--- src/design/psq_pkg.sv ---
// Shared types and constants of the polled slave packet queue.
// No dependencies.
package psq_pkg;

    localparam logic       OP_BUS   = 1'b0;
    localparam logic       OP_ENQ   = 1'b1;
    localparam logic       KIND_BUS = 1'b0;
    localparam logic       KIND_FWD = 1'b1;

    localparam logic [7:0] BYTE_ZERO = 8'h00;
    localparam logic [7:0] BYTE_LF   = 8'h0A;
    localparam logic [7:0] BYTE_CR   = 8'h0D;

    localparam int ADDR_W = 3;

    localparam int CMDQ_DEPTH = 2;
    localparam int CMDQ_AW    = $clog2(CMDQ_DEPTH);
    localparam int CMDQ_CW    = $clog2(CMDQ_DEPTH + 1);

    typedef enum logic [1:0] {
        PH_IDLE,
        PH_ADDR,
        PH_FRAME
    } t_phase;

    typedef enum logic [1:0] {
        CMD_ENQ,
        CMD_FWD,
        CMD_POLL
    } t_cmd_op;

    typedef struct packed {
        t_cmd_op    op;
        logic [7:0] data;
    } t_cmd;

    typedef enum logic [1:0] {
        B_IDLE,
        B_LEN,
        B_SEND,
        B_CR
    } t_back_state;

endpackage

--- src/design/polled_slave_packet_queue.sv ---
// Top level of the polled slave packet queue: front end, command queue, back end.
// Depends on psq_pkg, psq_front, psq_cmd_fifo, psq_back.
//
//  channel  | signals                                   | direction
//  ---------+-------------------------------------------+----------
//  input    | start, busy (out), i_opcode, i_data_byte  | in
//  result   | o_strobe, o_result_kind, o_out_byte, o_last | out
//  config   | i_cfg_we, i_cfg_wdata                     | in
//
// The back end handles an enqueue, a forwarded frame byte or an empty poll answer in
// B_IDLE, and a poll answer in B_LEN, then B_SEND and B_CR at one result beat per
// cycle, each byte read from the packet RAM and a CR beat added after each LF.
// busy rises when the two-entry command queue is full. Synchronous reset clears all
// control state; the packet RAM is not cleared. Results are registered.
module polled_slave_packet_queue
    import psq_pkg::*;
#(
    parameter int BUFFER_DEPTH = 32
) (
    input  logic              i_clk,
    input  logic              i_rst_n,
    input  logic              start,
    output logic              busy,
    input  logic              i_opcode,
    input  logic [7:0]        i_data_byte,
    output logic              o_strobe,
    output logic              o_result_kind,
    output logic [7:0]        o_out_byte,
    output logic              o_last,
    input  logic              i_cfg_we,
    input  logic [ADDR_W-1:0] i_cfg_wdata
);

    logic [ADDR_W-1:0] r_dev_addr;
    logic              accept;
    logic              push, pop, q_valid, q_full;
    t_cmd              front_cmd, q_cmd;

    always_ff @(posedge i_clk) begin
        if (!i_rst_n) begin
            r_dev_addr <= ADDR_W'(1);
        end else if (i_cfg_we) begin
            r_dev_addr <= i_cfg_wdata;
        end
    end

    assign busy   = q_full;
    assign accept = start && !busy;

    psq_front u_front (
        .i_clk       (i_clk),
        .i_rst_n     (i_rst_n),
        .i_accept    (accept),
        .i_opcode    (i_opcode),
        .i_data_byte (i_data_byte),
        .i_dev_addr  (r_dev_addr),
        .o_push      (push),
        .o_cmd       (front_cmd)
    );

    psq_cmd_fifo u_fifo (
        .i_clk   (i_clk),
        .i_rst_n (i_rst_n),
        .i_push  (push),
        .i_cmd   (front_cmd),
        .i_pop   (pop),
        .o_valid (q_valid),
        .o_full  (q_full),
        .o_cmd   (q_cmd)
    );

    psq_back #(
        .DEPTH (BUFFER_DEPTH)
    ) u_back (
        .i_clk         (i_clk),
        .i_rst_n       (i_rst_n),
        .i_cmd_valid   (q_valid),
        .i_cmd         (q_cmd),
        .o_pop         (pop),
        .o_strobe      (o_strobe),
        .o_result_kind (o_result_kind),
        .o_out_byte    (o_out_byte),
        .o_last        (o_last)
    );

endmodule

--- src/design/psq_ram.sv ---
// Generic single-write, single-read RAM with registered read data.
// No dependencies.
module psq_ram #(
    parameter int WIDTH = 8,
    parameter int DEPTH = 32,
    localparam int AW   = $clog2(DEPTH)
) (
    input  logic             i_clk,
    input  logic             i_we,
    input  logic [AW-1:0]    i_waddr,
    input  logic [WIDTH-1:0] i_wdata,
    input  logic             i_re,
    input  logic [AW-1:0]    i_raddr,
    output logic [WIDTH-1:0] o_rdata
);

    logic [WIDTH-1:0] r_mem [DEPTH];
    logic [WIDTH-1:0] r_rdata;

    always_ff @(posedge i_clk) begin
        if (i_we) begin
            r_mem[i_waddr] <= i_wdata;
        end
        if (i_re) begin
            r_rdata <= r_mem[i_raddr];
        end
    end

    assign o_rdata = r_rdata;

endmodule

--- src/design/psq_front.sv ---
// Front end: tracks bus framing and turns accepted beats into commands.
// Depends on psq_pkg.
module psq_front
    import psq_pkg::*;
(
    input  logic              i_clk,
    input  logic              i_rst_n,
    input  logic              i_accept,
    input  logic              i_opcode,
    input  logic [7:0]        i_data_byte,
    input  logic [ADDR_W-1:0] i_dev_addr,
    output logic              o_push,
    output t_cmd              o_cmd
);

    t_phase     r_phase, n_phase;
    logic [7:0] r_fbl, n_fbl;
    logic [7:0] fbl_dec;

    assign fbl_dec = (r_fbl != 8'd0) ? r_fbl - 8'd1 : 8'd0;

    always_ff @(posedge i_clk) begin
        if (!i_rst_n) begin
            r_phase <= PH_IDLE;
            r_fbl   <= 8'd0;
        end else begin
            r_phase <= n_phase;
            r_fbl   <= n_fbl;
        end
    end

    always_comb begin
        n_phase    = r_phase;
        n_fbl      = r_fbl;
        o_push     = 1'b0;
        o_cmd.op   = CMD_FWD;
        o_cmd.data = i_data_byte;
        if (i_accept) begin
            if (i_opcode == OP_ENQ) begin
                o_push   = 1'b1;
                o_cmd.op = CMD_ENQ;
            end else begin
                unique case (r_phase)
                    PH_ADDR: begin
                        n_phase = PH_IDLE;
                        if (i_data_byte == {{(8-ADDR_W){1'b0}}, i_dev_addr}) begin
                            o_push   = 1'b1;
                            o_cmd.op = CMD_POLL;
                        end
                    end
                    PH_FRAME: begin
                        o_push = 1'b1;
                        n_fbl  = fbl_dec;
                        if (fbl_dec == 8'd0) begin
                            n_phase = PH_IDLE;
                        end
                    end
                    PH_IDLE: begin
                        if (i_data_byte == BYTE_ZERO) begin
                            n_phase = PH_ADDR;
                        end else begin
                            o_push  = 1'b1;
                            n_fbl   = i_data_byte;
                            n_phase = PH_FRAME;
                        end
                    end
                    default: n_phase = PH_IDLE;
                endcase
            end
        end
    end

endmodule

--- src/design/psq_cmd_fifo.sv ---
// Short command queue between front end and back end.
// Depends on psq_pkg.
module psq_cmd_fifo
    import psq_pkg::*;
(
    input  logic i_clk,
    input  logic i_rst_n,
    input  logic i_push,
    input  t_cmd i_cmd,
    input  logic i_pop,
    output logic o_valid,
    output logic o_full,
    output t_cmd o_cmd
);

    t_cmd                 r_mem [CMDQ_DEPTH];
    logic [CMDQ_AW-1:0]   r_wp, r_rp;
    logic [CMDQ_CW-1:0]   r_cnt;
    logic                 do_push, do_pop;

    assign o_valid = (r_cnt != '0);
    assign o_full  = (r_cnt == CMDQ_CW'(CMDQ_DEPTH));
    assign o_cmd   = r_mem[r_rp];
    assign do_push = i_push && !o_full;
    assign do_pop  = i_pop && o_valid;

    always_ff @(posedge i_clk) begin
        if (!i_rst_n) begin
            r_wp  <= '0;
            r_rp  <= '0;
            r_cnt <= '0;
        end else begin
            if (do_push) begin
                r_wp <= r_wp + 1'b1;
            end
            if (do_pop) begin
                r_rp <= r_rp + 1'b1;
            end
            if (do_push && !do_pop) begin
                r_cnt <= r_cnt + 1'b1;
            end else if (do_pop && !do_push) begin
                r_cnt <= r_cnt - 1'b1;
            end
        end
    end

    always_ff @(posedge i_clk) begin
        if (do_push) begin
            r_mem[r_wp] <= i_cmd;
        end
    end

endmodule

--- src/design/psq_back.sv ---
// Back end: packet store in a circular RAM, enqueue, poll answers, forwarding.
// Depends on psq_pkg and psq_ram.
module psq_back
    import psq_pkg::*;
#(
    parameter int DEPTH = 32,
    localparam int AW   = $clog2(DEPTH),
    localparam int FW   = $clog2(DEPTH + 1)
) (
    input  logic       i_clk,
    input  logic       i_rst_n,
    input  logic       i_cmd_valid,
    input  t_cmd       i_cmd,
    output logic       o_pop,
    output logic       o_strobe,
    output logic       o_result_kind,
    output logic [7:0] o_out_byte,
    output logic       o_last
);

    localparam logic [AW:0]   DEPTH_W  = (AW+1)'(DEPTH);
    localparam logic [FW-1:0] FILL_MAX = FW'(DEPTH);

    t_back_state   r_state, n_state;
    logic [AW-1:0] r_head, n_head;
    logic [FW-1:0] r_fill, n_fill;
    logic [8:0]    r_ebl, n_ebl;
    logic          r_ready, n_ready;
    logic [FW-1:0] r_left, n_left;
    logic [AW-1:0] r_rd_ptr, n_rd_ptr;
    logic          r_strobe, n_strobe;
    logic          r_kind, n_kind;
    logic [7:0]    r_byte, n_byte;
    logic          r_last, n_last;

    logic          ram_we, ram_re;
    logic [AW-1:0] ram_waddr, ram_raddr;
    logic [7:0]    ram_rdata;

    logic [8:0]    ebl_eff;
    logic [8:0]    len9;
    logic [FW-1:0] len_sel;
    logic [AW:0]   wsum, hsum;

    function automatic logic [AW-1:0] f_wrap(input logic [AW:0] s);
        return (s >= DEPTH_W) ? AW'(s - DEPTH_W) : s[AW-1:0];
    endfunction

    function automatic logic [AW-1:0] f_inc(input logic [AW-1:0] p);
        return (p == AW'(DEPTH - 1)) ? '0 : p + 1'b1;
    endfunction

    psq_ram #(
        .WIDTH (8),
        .DEPTH (DEPTH)
    ) u_ram (
        .i_clk   (i_clk),
        .i_we    (ram_we),
        .i_waddr (ram_waddr),
        .i_wdata (i_cmd.data),
        .i_re    (ram_re),
        .i_raddr (ram_raddr),
        .o_rdata (ram_rdata)
    );

    assign ebl_eff   = (r_ebl == 9'd0) ? {1'b0, i_cmd.data} + 9'd1 : r_ebl;
    assign wsum      = {1'b0, r_head} + (AW+1)'(r_fill);
    assign ram_waddr = f_wrap(wsum);
    assign len9      = {1'b0, ram_rdata} + 9'd1;
    assign len_sel   = (len9 > 9'(r_fill)) ? r_fill : len9[FW-1:0];
    assign hsum      = {1'b0, r_head} + (AW+1)'(len_sel);

    always_ff @(posedge i_clk) begin
        if (!i_rst_n) begin
            r_state  <= B_IDLE;
            r_head   <= '0;
            r_fill   <= '0;
            r_ebl    <= '0;
            r_ready  <= 1'b0;
            r_left   <= '0;
            r_strobe <= 1'b0;
        end else begin
            r_state  <= n_state;
            r_head   <= n_head;
            r_fill   <= n_fill;
            r_ebl    <= n_ebl;
            r_ready  <= n_ready;
            r_left   <= n_left;
            r_strobe <= n_strobe;
        end
    end

    always_ff @(posedge i_clk) begin
        r_rd_ptr <= n_rd_ptr;
        r_kind   <= n_kind;
        r_byte   <= n_byte;
        r_last   <= n_last;
    end

    always_comb begin
        n_state   = r_state;
        n_head    = r_head;
        n_fill    = r_fill;
        n_ebl     = r_ebl;
        n_ready   = r_ready;
        n_left    = r_left;
        n_rd_ptr  = r_rd_ptr;
        n_strobe  = 1'b0;
        n_kind    = KIND_BUS;
        n_byte    = r_byte;
        n_last    = 1'b0;
        o_pop     = 1'b0;
        ram_we    = 1'b0;
        ram_re    = 1'b0;
        ram_raddr = r_rd_ptr;
        unique case (r_state)
            B_IDLE: begin
                if (i_cmd_valid) begin
                    o_pop = 1'b1;
                    unique case (i_cmd.op)
                        CMD_ENQ: begin
                            if (r_fill < FILL_MAX) begin
                                ram_we = 1'b1;
                                n_fill = r_fill + 1'b1;
                                n_ebl  = ebl_eff - 9'd1;
                                if (ebl_eff == 9'd1) begin
                                    n_ready = 1'b1;
                                end
                            end else begin
                                n_ebl = ebl_eff;
                            end
                        end
                        CMD_FWD: begin
                            n_strobe = 1'b1;
                            n_kind   = KIND_FWD;
                            n_byte   = i_cmd.data;
                            n_last   = 1'b1;
                        end
                        CMD_POLL: begin
                            if (r_ready && (r_fill != '0)) begin
                                ram_re    = 1'b1;
                                ram_raddr = r_head;
                                n_rd_ptr  = f_inc(r_head);
                                n_state   = B_LEN;
                            end else begin
                                n_strobe = 1'b1;
                                n_byte   = BYTE_ZERO;
                                n_last   = 1'b1;
                            end
                        end
                        default: ;
                    endcase
                end
            end
            B_LEN: begin
                // head byte is on the RAM output; it also stays there for B_SEND
                n_left  = len_sel;
                n_head  = f_wrap(hsum);
                n_fill  = r_fill - len_sel;
                if (r_fill == len_sel) begin
                    n_ready = 1'b0;
                end
                n_state = B_SEND;
            end
            B_SEND: begin
                n_strobe = 1'b1;
                n_byte   = ram_rdata;
                n_left   = r_left - 1'b1;
                if (r_left != FW'(1)) begin
                    ram_re   = 1'b1;
                    n_rd_ptr = f_inc(r_rd_ptr);
                end
                if (ram_rdata == BYTE_LF) begin
                    n_state = B_CR;
                end else if (r_left == FW'(1)) begin
                    n_last  = 1'b1;
                    n_state = B_IDLE;
                end
            end
            B_CR: begin
                n_strobe = 1'b1;
                n_byte   = BYTE_CR;
                if (r_left == '0) begin
                    n_last  = 1'b1;
                    n_state = B_IDLE;
                end else begin
                    n_state = B_SEND;
                end
            end
            default: n_state = B_IDLE;
        endcase
    end

    assign o_strobe      = r_strobe;
    assign o_result_kind = r_kind;
    assign o_out_byte    = r_byte;
    assign o_last        = r_last;

endmodule

--- config.mk ---
export PLATFORM = sky130hd
export DESIGN_NAME = polled_slave_packet_queue
export DESIGN_NICKNAME = d
export VERILOG_FILES = /design/src/design/psq_pkg.sv /design/src/design/polled_slave_packet_queue.sv /design/src/design/psq_ram.sv /design/src/design/psq_front.sv /design/src/design/psq_cmd_fifo.sv /design/src/design/psq_back.sv
export SDC_FILE = /design/constraint.sdc
export NUM_CORES = 1
export LEC_CHECK = 0
export CAP_MARGIN = 20
export CORE_MARGIN = 5
export CORE_UTILIZATION = 55
export DETAILED_ROUTE_END_ITERATION = 10
export DONT_BUFFER_PORTS = 1
export PLACE_DENSITY = 0.67
export SLEW_MARGIN = 15
export SYNTH_ARGS = -nofsm -noshare
export SYNTH_HDL_FRONTEND = slang
export SYNTH_SLANG_ARGS = --single-unit
--- constraint.sdc ---
create_clock -name i_clk -period 6.2 [get_ports i_clk]
set_input_delay 0.93 -clock i_clk [delete_from_list [all_inputs] [get_ports i_clk]]
set_output_delay 0.93 -clock i_clk [all_outputs]
set_load 0.01 [all_outputs]
* Yosys cells after proc, flatten, opt, wreduce, memory -nomap -nowiden
Memory sizes are Yosys's and may differ from the RTL's. A register that Yosys moved wholly into a read port is not among the register bits.
Cells that the tools add are included.
** Word-level totals
- Register bits after elaboration :: 62
- Bits in latches :: 0
- Memory bits (writable) :: 276
- ROM bits :: 0
- Input bits :: 16
- Output and inout port bits :: 12
- Word-level logic and storage cells :: 186
- Memories :: 2
** Memory list
- u_back.u_ram.r_mem :: depth 32, width 8, read ports 1, clocked after memory_dff 1, wr ports 1, line psq_ram.sv:17 : logic [WIDTH-1:0] r_mem [DEPTH];
- u_fifo.r_mem :: depth 2, width 10, read ports 1, clocked after memory_dff 1, wr ports 1, line psq_cmd_fifo.sv:16 : t_cmd r_mem [CMDQ_DEPTH];
** Operators by class
- Add/subtract/negate cells :: 17
- Multipliers :: 0
- Div/mod/pow operators :: 0
- Order comparisons :: 4
- Eq/ne operators :: 29
- Shift operators :: 0
- Muxes and demuxes :: 81
- Bitwise operators :: 1
- Reduce and logical (&&, ||, !) cells :: 35
** Operator list (count)
- 2-to-1 mux 5 bit :: 12
- 2-to-1 mux 8 bit :: 4
- case mux 8 bit (2 select lines) :: 2
- 2-to-1 mux 1 bit :: 31
- 2-to-1 mux 2 bit :: 14
- 2-to-1 mux 6 bit :: 4
- case mux 6 bit (2 select lines) :: 2
- case mux 8 bit (3 select lines) :: 1
- adder 8 x 1 -> 9 bit (second input constant) :: 2
- 2-to-1 mux 9 bit :: 2
- logical NOT 8 bit :: 2
- AND reduction 4 bit :: 4
- adder 5 x 6 -> 6 bit :: 2
- greater-or-equal comparator 6 bit (second input constant) :: 2
- != test 2 x 1 -> 1 bit (second input constant) :: 6
- nonzero test 2 bit :: 6
- adder 5 x 1 -> 5 bit (second input constant) :: 2
- equality test 2 bit (second input constant) :: 5
- equality test 5 bit (second input constant) :: 2
- case mux 5 bit (2 select lines) :: 1
- subtractor 5 x 1 -> 5 bit (second input constant) :: 2
- equality test 9 x 1 -> 1 bit (second input constant) :: 1
- greater-than comparator 9 x 6 -> 1 bit :: 1
- logical NOT 9 bit :: 1
- 35 further kinds :: 56

* Logic depth before layout (Yosys ltp)
Gate-level depths: netlist (run 1).
- Depth after elaboration :: 10
- Mapped depth :: 18
- Mapped depth without buffers :: 16

* Modules after synthesis
From an unflattened synthesis (run 1), not the netlist that was laid out.
** Second synthesis, totals
- Cell total of the unflattened synthesis :: 1095
- Area total of the unflattened synthesis :: 16036.6 um^2
** Modules (own cells, without submodules)
- psq_ram :: instances 1, cells an instance 417, area each 10133.5 um^2, seq. area each 7927.6 um^2
- psq_back :: instances 1, cells an instance 494, area each 3922.5 um^2, seq. area each 1031.0 um^2
- psq_cmd_fifo :: instances 1, cells an instance 57, area each 948.4 um^2, seq. area each 700.7 um^2
- psq_front :: instances 1, cells an instance 117, area each 919.6 um^2, seq. area each 200.2 um^2
- polled_slave_packet_queue :: instances 1, cells an instance 10, area each 112.6 um^2, seq. area each 60.1 um^2

* Least setup slack after synthesis (run 1)
OpenSTA, ideal clock, no wires.
- Kind :: register -> register
- Start :: reg u_back.u_ram.r_rdata[0], in the netlist u_back.u_ram.o_rdata[0] (read register of u_back.u_ram.r_mem)
- End :: reg u_back.r_fill[5]
- Setup time :: 120 ps
- Arrival :: 3550 ps
- Data required time :: 6080 ps
- Setup slack :: 2530 ps
- Stages on the path, launching flop included :: 17
- Path buffers :: 1
- Clock period less this slack :: 3670 ps
- Path through :: edfxtp_1 ha_1 xor2_1 ha_1 a21oi_1 a21o_1 a21o_1 nand2_1 clkbuf_1 o21ai_0 ha_1 inv_1 o211ai_1 o31ai_1 o32a_1 and4b_1 a211o_1
** Between the ends
- Cells in the longest elaborated chain, start to end :: 5
** RTL lines
- start: declaration :: line psq_ram.sv:18 : logic [WIDTH-1:0] r_rdata;
- adder 8 x 1 -> 9 bit (*) :: line psq_back.sv:69 : assign len9 = {1'b0, ram_rdata} + 9'd1;
- greater-than comparator 9 x 6 -> 1 bit :: line psq_back.sv:70 : assign len_sel = (len9 > 9'(r_fill)) ? r_fill : len9[FW-1:0];
- 2-to-1 mux 6 bit (*) :: line psq_back.sv:70
- subtractor 6 bit (*) :: line psq_back.sv:159 : n_fill = r_fill - len_sel;
- case mux 6 bit (2 select lines) (*) :: line psq_back.sv:116 : unique case (r_state)
- end signal: assignment :: line psq_back.sv:85 : r_fill <= n_fill;
- end: declaration :: line psq_back.sv:26 : logic [FW-1:0] r_fill, n_fill;
Every way passes the cells marked *; elsewhere a longest branch is shown, timed or not.
A chain may end at the register's enable or synchronous reset.

==> impl_metrics.json, run 1 <==
{
  "timing_hold_violations_final": 0,
  "syn2layout_area_growth_pct": 8.50,
  "num-nets-final": 1365,
  "r2r_slack_ns": 1.26,
  "ant_nets": 0,
  "worst_setup_path_start_kind": "flip-flop",
  "synth_compound_area_share_pct": 9.74,
  "cts-hold-fix-buffers": 0,
  "antenna_found_initial": 0,
  "ordered_list_of_cells_on_the_worst_path": "mux2i_1 -> inv_1 -> ha_1 -> o2111ai_1 -> a21o_1 -> mux2_4 -> buf_4 -> nand2_1 -> a32oi_1 -> nand4_1 -> nor3_1",
  "worstHoldPathCells": 0,
  "yosys.area_share.adder_pct": 3.47,
  "cp_top_family": "multiplexers",
  "drc_errors": 0,
  "pwr-share-comb_pct": 20.8,
  "globalRouteOverflowTotal": 0,
  "syn-num-nets": 1377,
  "die_width_um": 181,
  "wp_data_required_ns": 6.53,
  "period_minus_slack_ns": 4.94,
  "port_buffers": 0,
  "detailedPlacementHpwl_mm": 26.6,
  "switchingPower_mw": 1.91,
  "floorplan.rows": 62,
  "post_synth_instance_area_um2": 16200,
  "async_flop_share_pct": 0,
  "avgViaCountPerCell": 6.21,
  "routed_wire_length_per_instance_um": 23.5,
  "floorplan.initialDensity_pct": 56.1,
  "dp_cells": 1652,
  "postSynthAreaPerCell_um2": 12.3,
  "boundaryPins": 28,
  "relSlewSlack_pct": 19.6,
  "fin_setup_tns_ns": 0,
  "wire_length_of_the_first_global_routing_pass_mm": 61.6,
  "p_per_area_nw_per_um2": 361,
  "cts-root-to-sink-buffers": 3,
  "criticalPathCategory": "reg -> reg",
  "layout_worst_path_cycle_share_pct": 79.6,
  "crit_path_max_fanout": 61,
  "final_cell_count_no_fill": 1717,
  "rsz0062_at_grt": "false",
  "cts-buffers-inserted": 37,
  "synth_xor_area_share_pct": 1.84,
  "crit_path_max_incr_delay_ns": 0.83,
  "post-route-util_pct": 60.8,
  "finalWirelength_mm": 40.3,
  "power_frac_clock_pct": 32.5,
  "gpl.final_weighted_congestion": 1.00,
  "number_of_flops_mapped_to_enable_cells_by_yosys": 297,
  "hold_class": "in -> reg",
  "yosys.area_share.simple_pct": 13.8,
  "worst_ep_arrival_time_ns": 5.26,
  "placed_cell_area_um2": 16400,
  "multiplexer_share_of_the_synthesized_area_pct": 7.08,
  "ys_seq_elements": 347,
  "cts_resized": 0,
  "internal_power_mw": 4.43,
  "fin_worst_skew_ns": 0.0212,
  "crit_slowest_cell": "sky130_fd_sc_hd__mux2_4",
  "tritoncts_num_sinks": 347,
  "netlist_instances": 1319,
  "power.switching_fraction_pct": 30.1,
  "root_buffer": "sky130_fd_sc_hd__clkbuf_16",
  "core_region_area_um2": 28900,
  "grtUsageTotal_pct": 24.0,
  "path_buf_inv": 2,
  "ys.warnings.count": 0,
  "cts.reportedPaths.clkPinSlew_ns": 0.06,
  "tritoncts": "yes",
  "rr_worst_depth": 11,
  "grt_start_max_net_pins": 70,
  "stdcell_area_um2": 17600,
  "run_status": "completed",
  "setup_viol": 0,
  "die_area_um2": 32900,
  "maxCapViolCount": 0,
  "power.share.sequential_pct": 46.8,
  "worst_hold_start": "i_data_byte[3]",
  "r2r-end": "u_back.u_ram.o_rdata[0]$_DFFE_PP_",
  "clk_latency_ns": 0.53,
  "die_height_um": 181,
  "diode_count": 0,
  "drt_iter0_drcs": 1034,
  "power.static_leakage_nw": 6.12,
  "post_synth_num_cell_types": 76,
  "end_of_the_worst_hold_path": "u_fifo.r_mem[0][3]$_DFFE_PP_",
  "fmax_ghz": 0.203,
  "cts.repair_timing.setup_buffer_count": 0,
  "vias": 10700,
  "cts-htree-levels": 2,
  "synth_top_family_by_area": "simple AND/OR/NAND/NOR gates",
  "drtPass1Iterations": 6,
  "worstMarginPinSlew_ns": 1.20,
  "number_of_global_route_vias_before_repair": 10300,
  "final_layout_size_suffix_gt1_share_pct": 7.28,
  "synth_ff_type": "sky130_fd_sc_hd__edfxtp_1",
  "ys_seq_area_share_pct": 61.3,
  "worstSetupEndpointType": "flip-flop",
  "ir_worst_vdd_v": 0.000313,
  "drv_slew": 0
}
[worst register-to-register path: cells and delay by family, from the launching register on]
| kind | cells | cell delay (ns) |
|---|---|---|
| AOI/OAI and AO/OA | 3 | 1.09 |
| buffers and inverters | 2 | 0.64 |
| adders and majority gates | 1 | 0.29 |
| and+or+nand+nor | 3 | 0.74 |
| DFF | 1 | 0.74 |
| muxes | 2 | 1.24 |
[layout make-up]
cell class              count  area [um2]
flip-flops and latches    347        9920
clock buffers              50         985
multi-input cells         877        5830
repair buffers             11        95.1
well taps                 384         480
clock inverters            15         114
fillers                  2340       11300
inverters                  33         124
[cells in the final DEF (no fill, tap or decap), drive strengths merged, types with 6 or more instances in the layout]
cell type / count
mux2i: 97
mux2: 13
nand2b: 6
a211oi: 14
o2111ai: 9
edfxtp: 297
xnor2: 19
nand2: 189
nor4: 11
nor3: 36
nand4: 13
or3: 11
o31ai: 14
a32oi: 40
buf: 11
inv: 36
a21oi: 43
nor2: 97
nor2b: 13
o211ai: 6
ha: 40
o22ai: 10
dfxtp: 50
xor2: 15
o21ai: 32
clkbuf: 50
clkinv: 11
nand3: 51
a22oi: 6
a21o: 10
[metrics by stage]
step | total power [mW] | hold slack, ns | worst slack (ns)
after CTS | 6.36 | 0.466 | 1.30
after detailed placement | 4.32 | 0.486 | 1.35
after global routing | 6.61 | 0.474 | 0.934
after floorplan | 3.94 | 0.457 | 2.53
final | 6.34 | 0.490 | 1.26
after global placement | 4.30 | 0.475 | 1.38
[per-layer routing]
metal	GRT usage (%)	vias to the layer above	routed length (um)
met3	5.36	74	3140
met1	33.2	5219	17000
li1	-	4960	-
met5	0	-	0
met4	7.02	0	1140
met2	38.4	414	19000
[synthesized netlist by cell type (all sizes together), types with 5 or more instances]
cell,instances,area [um2]
nand2,189,709
o31ai,14,105
a211oi,14,110
nor3b,5,37.5
o21ai,32,160
mux2,13,150
nand3b,5,37.5
inv,33,124
o22ai,10,62.6
nor4,11,90.1
nand4,13,81.3
edfxtp,297,8920
a32oi,40,350
o211ai,6,45.0
or3,11,68.8
ha,40,500
nor2b,13,81.3
clkbuf,32,121
a21oi,43,223
a22oi,6,45.0
mux2i,97,995
nor3,36,231
nand3,51,255
and3b,5,43.8
a21boi,5,37.5
xnor2,19,166
buf,30,195
a21o,10,75.1
a22o,5,43.8
xor2,15,131
dfxtp,50,1000
o2111ai,9,78.8
nand2b,6,37.5
nor4b,5,43.8
nor2,97,364
[kinds of logic (layout without fill, tap and decap cells)]
family          after synthesis  in the layout
compound gates              222            222
simple gates                467            467
flops                       347            347
mux                         110            110
buf+inv                      95            109
fa+ha+maj                    44             44
xor+xnor                     34             34
[flip-flops by register name (all words and copies together) (netlist names), named ones only]
signal                flops
u_back.o_out_byte         8
u_fifo.r_mem             20
u_fifo.r_cnt              2
u_front.r_phase           2
u_back.r_left             6
u_back.o_strobe           1
u_back.o_result_kind      1
u_back.u_ram.r_mem      256
u_back.o_last             1
u_fifo.r_rp               1
u_fifo.r_wp               1
u_front.r_fbl             8
u_back.r_rd_ptr           5
u_back.r_ebl              9
u_back.r_state            2
u_back.r_ready            1
u_back.r_head             5
u_back.r_fill             6
r_dev_addr                3
u_back.u_ram.o_rdata      8
[how the worst max path moves through the flow]
stage                                      startpoint                           endpoint  slack [ns]  cells after the start
global placement                            flip-flop  u_back.u_ram.o_rdata[0]$_DFFE_PP_        1.38                     11
floorplan           u_back.u_ram.o_rdata[0]$_DFFE_PP_      u_back.r_fill[5]$_SDFFE_PN0P_        2.53                     16
CTS                                         flip-flop  u_back.u_ram.o_rdata[0]$_DFFE_PP_        1.30                     11
detailed placement                          flip-flop  u_back.u_ram.o_rdata[0]$_DFFE_PP_        1.35                     11
global route                                flip-flop  u_back.u_ram.o_rdata[0]$_DFFE_PP_        0.93                     11
finish                                      flip-flop  u_back.u_ram.o_rdata[0]$_DFFE_PP_        1.26                     11
[power by group through the flow]
stage                     combinational, mW  sequential, mW  clock (mW)
after detailed placement               1.31            3.01           0
after CTS                              1.31            2.97        2.08
after global routing                   1.45            2.98        2.18
after global placement                 1.29            3.01           0
final                                  1.32            2.97        2.06
after floorplan                       0.988            2.95           0
No activity file was read; power rests on OpenSTA's default activity.
==> run 2, diff against run 1 <==
clock period = 4.6 ns   (was 6.2 ns; I/O delays follow)
==> run 2 against run 1 <==
- fmax rose by 16%
- combinational power rose by 37%
- utilization rose by 0.86 points
- worst setup slack got worse by 0.94 ns
- via count rose by 0.48%
- largest power group unchanged
- flip-flop and latch count did not move
- critical endpoint is now u_back.r_fill[5]$_SDFFE_PN0P_
==> impl_metrics.json, run 2 (same netlist as run 1, synthesis figures left out) <==
{
  "fin_worst_skew_ns": 0.0243,
  "crit_path_max_fanout": 11,
  "wire_length_of_the_first_global_routing_pass_mm": 60.1,
  "finalWirelength_mm": 38.8,
  "cts-buffers-inserted": 37,
  "routed_wire_length_per_instance_um": 22.4,
  "criticalPathCategory": "reg -> reg",
  "avgViaCountPerCell": 6.20,
  "largest_register_ffs": 256,
  "tritoncts_num_sinks": 347,
  "rsz0062_at_grt": "false",
  "worstSetupEndpointType": "flip-flop",
  "die_width_um": 181,
  "core_region_area_um2": 28900,
  "antenna_found_initial": 0,
  "die_height_um": 181,
  "cts-root-to-sink-buffers": 3,
  "ant_nets": 0,
  "floorplan.initialDensity_pct": 56.1,
  "layout_worst_path_cycle_share_pct": 92.9,
  "ordered_list_of_cells_on_the_worst_path": "ha_1 -> xor2_1 -> ha_1 -> a21oi_1 -> a21o_1 -> a21o_1 -> nand2_1 -> o21ai_0 -> ha_1 -> inv_1 -> o211ai_1 -> o31ai_1 -> o32a_1 -> and4b_1 -> a211o_1",
  "root_buffer": "sky130_fd_sc_hd__clkbuf_16",
  "num-fill-cells": 2287,
  "cts-hold-fix-buffers": 0,
  "reg.largest.list": "u_back.u_ram.r_mem (256), u_fifo.r_mem (20), u_back.r_ebl (9)",
  "syn2layout_area_growth_pct": 10.0,
  "wp_data_required_ns": 5.01,
  "power.static_leakage_nw": 6.23,
  "gpl.final_weighted_congestion": 0.937,
  "relSlewSlack_pct": 30.9,
  "grtUsageTotal_pct": 23.2,
  "multi_input_logic_area_um2": 5830,
  "globalRouteOverflowTotal": 0,
  "fin_setup_tns_ns": 0,
  "cp_common_cell": "sky130_fd_sc_hd__ha_1",
  "place_worst_setup_slack_ns": 0.451,
  "boundaryPins": 28,
  "timing_hold_violations_final": 0,
  "vias": 10700,
  "worst_hold_margin_ns": 0.263,
  "regArea_um2": 9920,
  "diode_count": 0,
  "final_layout_size_suffix_gt1_share_pct": 8.33,
  "drtPass1Iterations": 5,
  "worst_ep_arrival_time_ns": 4.69,
  "drc_errors": 0,
  "num-nets-final": 1374,
  "p_per_area_nw_per_um2": 491,
  "registers.top_by_ff_count": "u_back.u_ram.r_mem",
  "cp_top_family": "compound AO/OA/AOI/OAI gates",
  "run_status": "completed",
  "drt_iter0_drcs": 945,
  "worstMarginPinSlew_ns": 1.03,
  "maxCapViolCount": 0,
  "most_frequent_cells_in_the_layout": "sky130_fd_sc_hd__edfxtp_1 (297), sky130_fd_sc_hd__nand2_1 (189), sky130_fd_sc_hd__nor2_1 (97)",
  "grt_start_max_net_pins": 70,
  "drv_slew": 0,
  "number_of_global_route_vias_before_repair": 10200,
  "detailedPlacementHpwl_mm": 26.0,
  "cts.repair_timing.setup_buffer_count": 0,
  "hold_class": "in -> reg",
  "tritoncts": "yes",
  "leading_cell_type_in_the_layout_fill_and_taps_excluded": "sky130_fd_sc_hd__edfxtp_1",
  "port_buffers": 0,
  "cts_resized": 0,
  "floorplan.rows": 62,
  "worst_setup_path_start_kind": "flip-flop",
  "die_area_um2": 32900,
  "fmax_ghz": 0.234,
  "period_minus_slack_ns": 4.27,
  "cts.reportedPaths.clkPinSlew_ns": 0.06,
  "cts-htree-levels": 2,
  "worst_case_setup_margin_in_the_final_layout_ns": 0.327,
  "path_buf_inv": 1,
  "clk_latency_ns": 0.53,
  "crit_slowest_cell": "sky130_fd_sc_hd__edfxtp_1",
  "crit_path_max_incr_delay_ns": 0.53,
  "setup_viol": 0,
  "ir_worst_vdd_v": 0.000341
}
==> run 2: cell types whose count changed in the layout (fill, tap and decap cells not counted), moves of 2 or more <==
cell,delta
sky130_fd_sc_hd__buf_12,+2
sky130_fd_sc_hd__bufinv_16,+3
sky130_fd_sc_hd__clkbuf_1,-4
sky130_fd_sc_hd__buf_4,+4
sky130_fd_sc_hd__buf_16,+2
sky130_fd_sc_hd__clkinvlp_4,+4
sky130_fd_sc_hd__clkinv_8,+2
==> run 2: metrics by stage <==
| step | instances | area [um2] | power (mW) | utilization, % |
|---|---|---|---|---|
| floorplan | 1319 | 16200 | 5.30 | - |
| global placement | 1658 | 16500 | 5.77 | 57.2 |
| detailed placement | 1659 | 16500 | 5.81 | 57.3 |
| CTS | 1727 | 17800 | 8.77 | 61.5 |
| global route | 1729 | 17800 | 9.15 | 61.7 |
| finish | 1729 | 17800 | 8.74 | 61.7 |
==> run 2: final timing paths <==
path,startpoint,end,slack [ns],depth (start not counted)
setup / recovery,u_back.u_ram.o_rdata[0]$_DFFE_PP_,u_back.r_fill[5]$_SDFFE_PN0P_,0.33,15
hold / removal,i_rst_n,r_dev_addr[0]$_SDFFE_PN1P_,0.26,1
setup reg to reg,u_back.u_ram.o_rdata[0]$_DFFE_PP_,u_back.r_fill[5]$_SDFFE_PN0P_,0.33,15
hold reg to reg,u_back.r_left[3]$_SDFFE_PN0P_,u_back.r_left[3]$_SDFFE_PN0P_,0.50,2
==> run 2: cell type report <==
class                           count  share of cell area [%]
Timing Repair Buffer               20                    1.32
Clock buffer                       46                    5.45
Tap cell                          384                    2.70
Inverter                           33                   0.696
Clock inverter                     22                    1.36
Multi-Input combinational cell    877                    32.7
Sequential cell                   347                    55.7
==> run 2: worst reg2reg max path, cell delays in order (launching register included) <==
cell	delay, ns
sky130_fd_sc_hd__edfxtp_1	0.53
sky130_fd_sc_hd__ha_1	0.32
sky130_fd_sc_hd__xor2_1	0.45
sky130_fd_sc_hd__ha_1	0.35
sky130_fd_sc_hd__a21oi_1	0.16
sky130_fd_sc_hd__a21o_1	0.14
sky130_fd_sc_hd__a21o_1	0.21
sky130_fd_sc_hd__nand2_1	0.24
sky130_fd_sc_hd__o21ai_0	0.42
sky130_fd_sc_hd__ha_1	0.24
sky130_fd_sc_hd__inv_1	0.06
sky130_fd_sc_hd__o211ai_1	0.09
sky130_fd_sc_hd__o31ai_1	0.14
sky130_fd_sc_hd__o32a_1	0.39
sky130_fd_sc_hd__and4b_1	0.18
sky130_fd_sc_hd__a211o_1	0.25
==> run 2: power breakdown <==
group | internal [mW] | switching [mW]
clock | 1.74 | 1.22
sequential | 3.82 | 0.150
combinational | 0.627 | 1.19
==> run 2: per-layer routing <==
layer,GRT usage [%],wire length [um],up-vias
met2,38.8,18500,407
met4,6.15,1060,0
met3,4.04,2570,78
met5,0,0,-
met1,31.7,16600,5246
li1,-,-,4987
==> run 3, diff against run 2 <==
ABC_AREA = 1   (was unset)
SETUP_SLACK_MARGIN = 0.3   (was unset)
==> run 3 against run 2 <==
- global-route usage down 0.51 points
- hold slack improved by 0.00065 ns
- register-to-register slack better by 0.41 ns
- routed wire length decreased by 2.7%
- sequential share of layout area decreased by 0.43 points
- fmax grew 11%
- critical path type unchanged
- highest routed layer unchanged
- critical path depth up 6
==> impl_metrics.json, run 3 <==
{
  "run_status": "completed",
  "ant_nets": 0,
  "crit_slowest_cell": "sky130_fd_sc_hd__edfxtp_1",
  "core_region_area_um2": 29400,
  "worst_hold_start": "i_rst_n",
  "highest_layer": "met4",
  "drc_errors": 0,
  "largest_register_ffs": 256,
  "die_area_um2": 33100,
  "crit_path_max_fanout": 11,
  "gpl.final_weighted_congestion": 0.921,
  "cts.reportedPaths.clkPinSlew_ns": 0.06,
  "most_frequent_cells_in_the_layout": "sky130_fd_sc_hd__nand2_1 (341), sky130_fd_sc_hd__edfxtp_1 (297), sky130_fd_sc_hd__nor2_1 (169)",
  "ir_worst_vdd_v": 0.000352,
  "r2r-end": "u_back.r_head[4]$_SDFFE_PN0P_",
  "ys_seq_elements": 347,
  "path_buf_inv": 0,
  "floorplan.rows": 63,
  "grt_start_max_net_pins": 129,
  "num-nets-final": 1653,
  "die_width_um": 182,
  "timing_hold_violations_final": 0,
  "registers.top_by_ff_count": "u_back.u_ram.r_mem",
  "setup_viol": 0,
  "number_of_flops_mapped_to_enable_cells_by_yosys": 297,
  "detailedPlacementHpwl_mm": 23.8,
  "clk_latency_ns": 0.52,
  "criticalPathCategory": "reg -> reg",
  "syn2layout_area_growth_pct": 10.2,
  "worstSetupEndpointType": "flip-flop",
  "worst_ep_arrival_time_ns": 4.26,
  "relSlewSlack_pct": 40.6,
  "r2r_slack_ns": 0.73,
  "yosys.cell_count.top_type": "sky130_fd_sc_hd__nand2_1",
  "drv_slew": 0,
  "layout_worst_path_cycle_share_pct": 84.1,
  "port_buffers": 0,
  "period_minus_slack_ns": 3.87,
  "synth_ff_type": "sky130_fd_sc_hd__edfxtp_1",
  "met3_length_mm": 2.60,
  "cts-htree-levels": 2,
  "syn-num-nets": 1641,
  "routedLengthMet1_mm": 16.3,
  "worstMarginPinSlew_ns": 0.891,
  "reg.largest.list": "u_back.u_ram.r_mem (256), u_fifo.r_mem (20), u_back.r_ebl (9)",
  "cp_common_cell": "sky130_fd_sc_hd__nand2_1",
  "final_layout_size_suffix_gt1_share_pct": 9.25,
  "tritoncts": "yes",
  "ys.warnings.count": 0,
  "rsz0062_at_grt": "false",
  "fmax_ghz": 0.259,
  "ys_seq_area_share_pct": 61.0,
  "ordered_list_of_cells_on_the_worst_path": "ha_1 -> xor2_2 -> ha_1 -> a21oi_1 -> nand2_1 -> nand2_1 -> nand2_1 -> nand2_1 -> nand2_1 -> nand2_1 -> nand2_2 -> nand2_1 -> o21ai_0 -> ha_1 -> fa_1 -> a21o_1 -> a21oi_1 -> or2_1 -> nand3_1 -> o21ai_0 -> a21oi_1",
  "cts-buffers-inserted": 36,
  "number_of_global_route_vias_before_repair": 10800,
  "die_height_um": 182,
  "post_synth_num_cell_types": 46,
  "met2_wirelength_mm": 18.2,
  "yosys-top-cells-count": "sky130_fd_sc_hd__nand2_1 (342), sky130_fd_sc_hd__edfxtp_1 (297), sky130_fd_sc_hd__nor2_1 (169)",
  "critical_path.reg2reg.startpoint": "u_back.u_ram.o_rdata[0]$_DFFE_PP_",
  "synth_area_leader_cell": "sky130_fd_sc_hd__edfxtp_1",
  "end_of_the_worst_hold_path": "r_dev_addr[0]$_SDFFE_PN1P_",
  "drtPass1Iterations": 5,
  "worstHoldPathCells": 1,
  "place_worst_setup_slack_ns": 0.612,
  "post_synth_instance_area_um2": 16300,
  "grtUsageTotal_pct": 22.7,
  "root_buffer": "sky130_fd_sc_hd__clkbuf_16",
  "finalWirelength_mm": 37.7,
  "fin_setup_tns_ns": 0,
  "cp_top_family": "adder cells",
  "postSynthAreaPerCell_um2": 10.3,
  "tritoncts_num_sinks": 347,
  "boundaryPins": 28,
  "cts-root-to-sink-buffers": 3,
  "wp_data_required_ns": 5.00,
  "leading_cell_type_in_the_layout_fill_and_taps_excluded": "sky130_fd_sc_hd__nand2_1",
  "p_per_area_nw_per_um2": 556,
  "worst_case_setup_margin_in_the_final_layout_ns": 0.733,
  "wire_length_of_the_first_global_routing_pass_mm": 59.8,
  "diode_count": 0,
  "worst_hold_margin_ns": 0.263,
  "async_flop_share_pct": 0,
  "power.static_leakage_nw": 6.79,
  "area_share_of_the_largest_cell_type_after_synthesis_pct": 54.8,
  "report.power.total_mw": 9.98,
  "avgViaCountPerCell": 5.65,
  "antenna_found_initial": 0,
  "hold_class": "in -> reg",
  "synth.area.top_cells": "sky130_fd_sc_hd__edfxtp_1 (55%), sky130_fd_sc_hd__nand2_1 (7.9%), sky130_fd_sc_hd__dfxtp_1 (6.2%)",
  "maxCapViolCount": 0,
  "crit_path_max_incr_delay_ns": 0.47,
  "num-fill-cells": 2404,
  "cts-hold-fix-buffers": 0,
  "rr_worst_depth": 21,
  "routed_wire_length_per_instance_um": 18.7,
  "drt_iter0_drcs": 1032,
  "floorplan.initialDensity_pct": 55.3,
  "netlist_instances": 1583,
  "vias": 11400,
  "fin_worst_skew_ns": 0.0207,
  "globalRouteOverflowTotal": 0,
  "worst_setup_path_start_kind": "flip-flop"
}
[run 3: through the flow]
step	cell area (um2)	utilization, %	cells
floorplan	16300	-	1583
global placement	16800	57.0	1944
detailed placement	16800	57.0	1944
CTS	17900	60.8	2009
global route	17900	61.0	2012
finish	17900	61.0	2012
[run 3: worst max-delay path by stage]
stage / start / endpoint / slack, ns / cells after the start
finish: u_back.u_ram.o_rdata[0]$_DFFE_PP_ / u_back.r_head[4]$_SDFFE_PN0P_ / 0.73 / 21
global route: u_back.u_ram.o_rdata[0]$_DFFE_PP_ / u_back.r_head[4]$_SDFFE_PN0P_ / 0.33 / 23
CTS: u_back.u_ram.o_rdata[0]$_DFFE_PP_ / u_back.r_head[4]$_SDFFE_PN0P_ / 0.58 / 21
detailed placement: u_back.u_ram.o_rdata[0]$_DFFE_PP_ / u_back.r_head[4]$_SDFFE_PN0P_ / 0.61 / 21
global placement: u_back.u_ram.o_rdata[0]$_DFFE_PP_ / u_back.r_head[4]$_SDFFE_PN0P_ / 0.68 / 21
floorplan: flip-flop / u_back.r_ready$_SDFFE_PN0P_ / 1.02 / 14
[run 3: cell families after synthesis]
group                      after synthesis  share of synthesized area (%)
and+or+nand+nor                        654                           16.8
xor gates and xnor gates                22                           1.18
DFF                                    347                           61.0
buffers and inverters                  196                           5.26
adders and majority gates               42                           3.32
AOI/OAI and AO/OA                      322                           12.5
[run 3: routing by layer]
layer | vias to the layer above | track usage, %
met4 | 0 | 4.74
met1 | 5384 | 31.7
li1 | 5555 | -
met3 | 49 | 4.03
met2 | 383 | 37.7
met5 | - | 0
[run 3: power breakdown]
part           internal [mW]  switching (mW)  leakage [nW]
clock network           1.60            1.17         0.545
registers               3.99           0.197          3.09
logic                  0.894            2.13          3.16
[run 3: final cells by class]
type	count	area [um2]	share of cell area (%)
well taps	390	488	2.72
multi-input cells	1040	5550	30.9
inverters	131	494	2.76
clock buffers	48	1010	5.62
repair buffers	39	363	2.02
flip-flops and latches	347	9920	55.3
clock inverters	17	115	0.642
[run 3: repair_timing]
action,CTS,global route
endpoints found under the setup margin,0,1
resized for setup,0,2
setup buffers,0,2
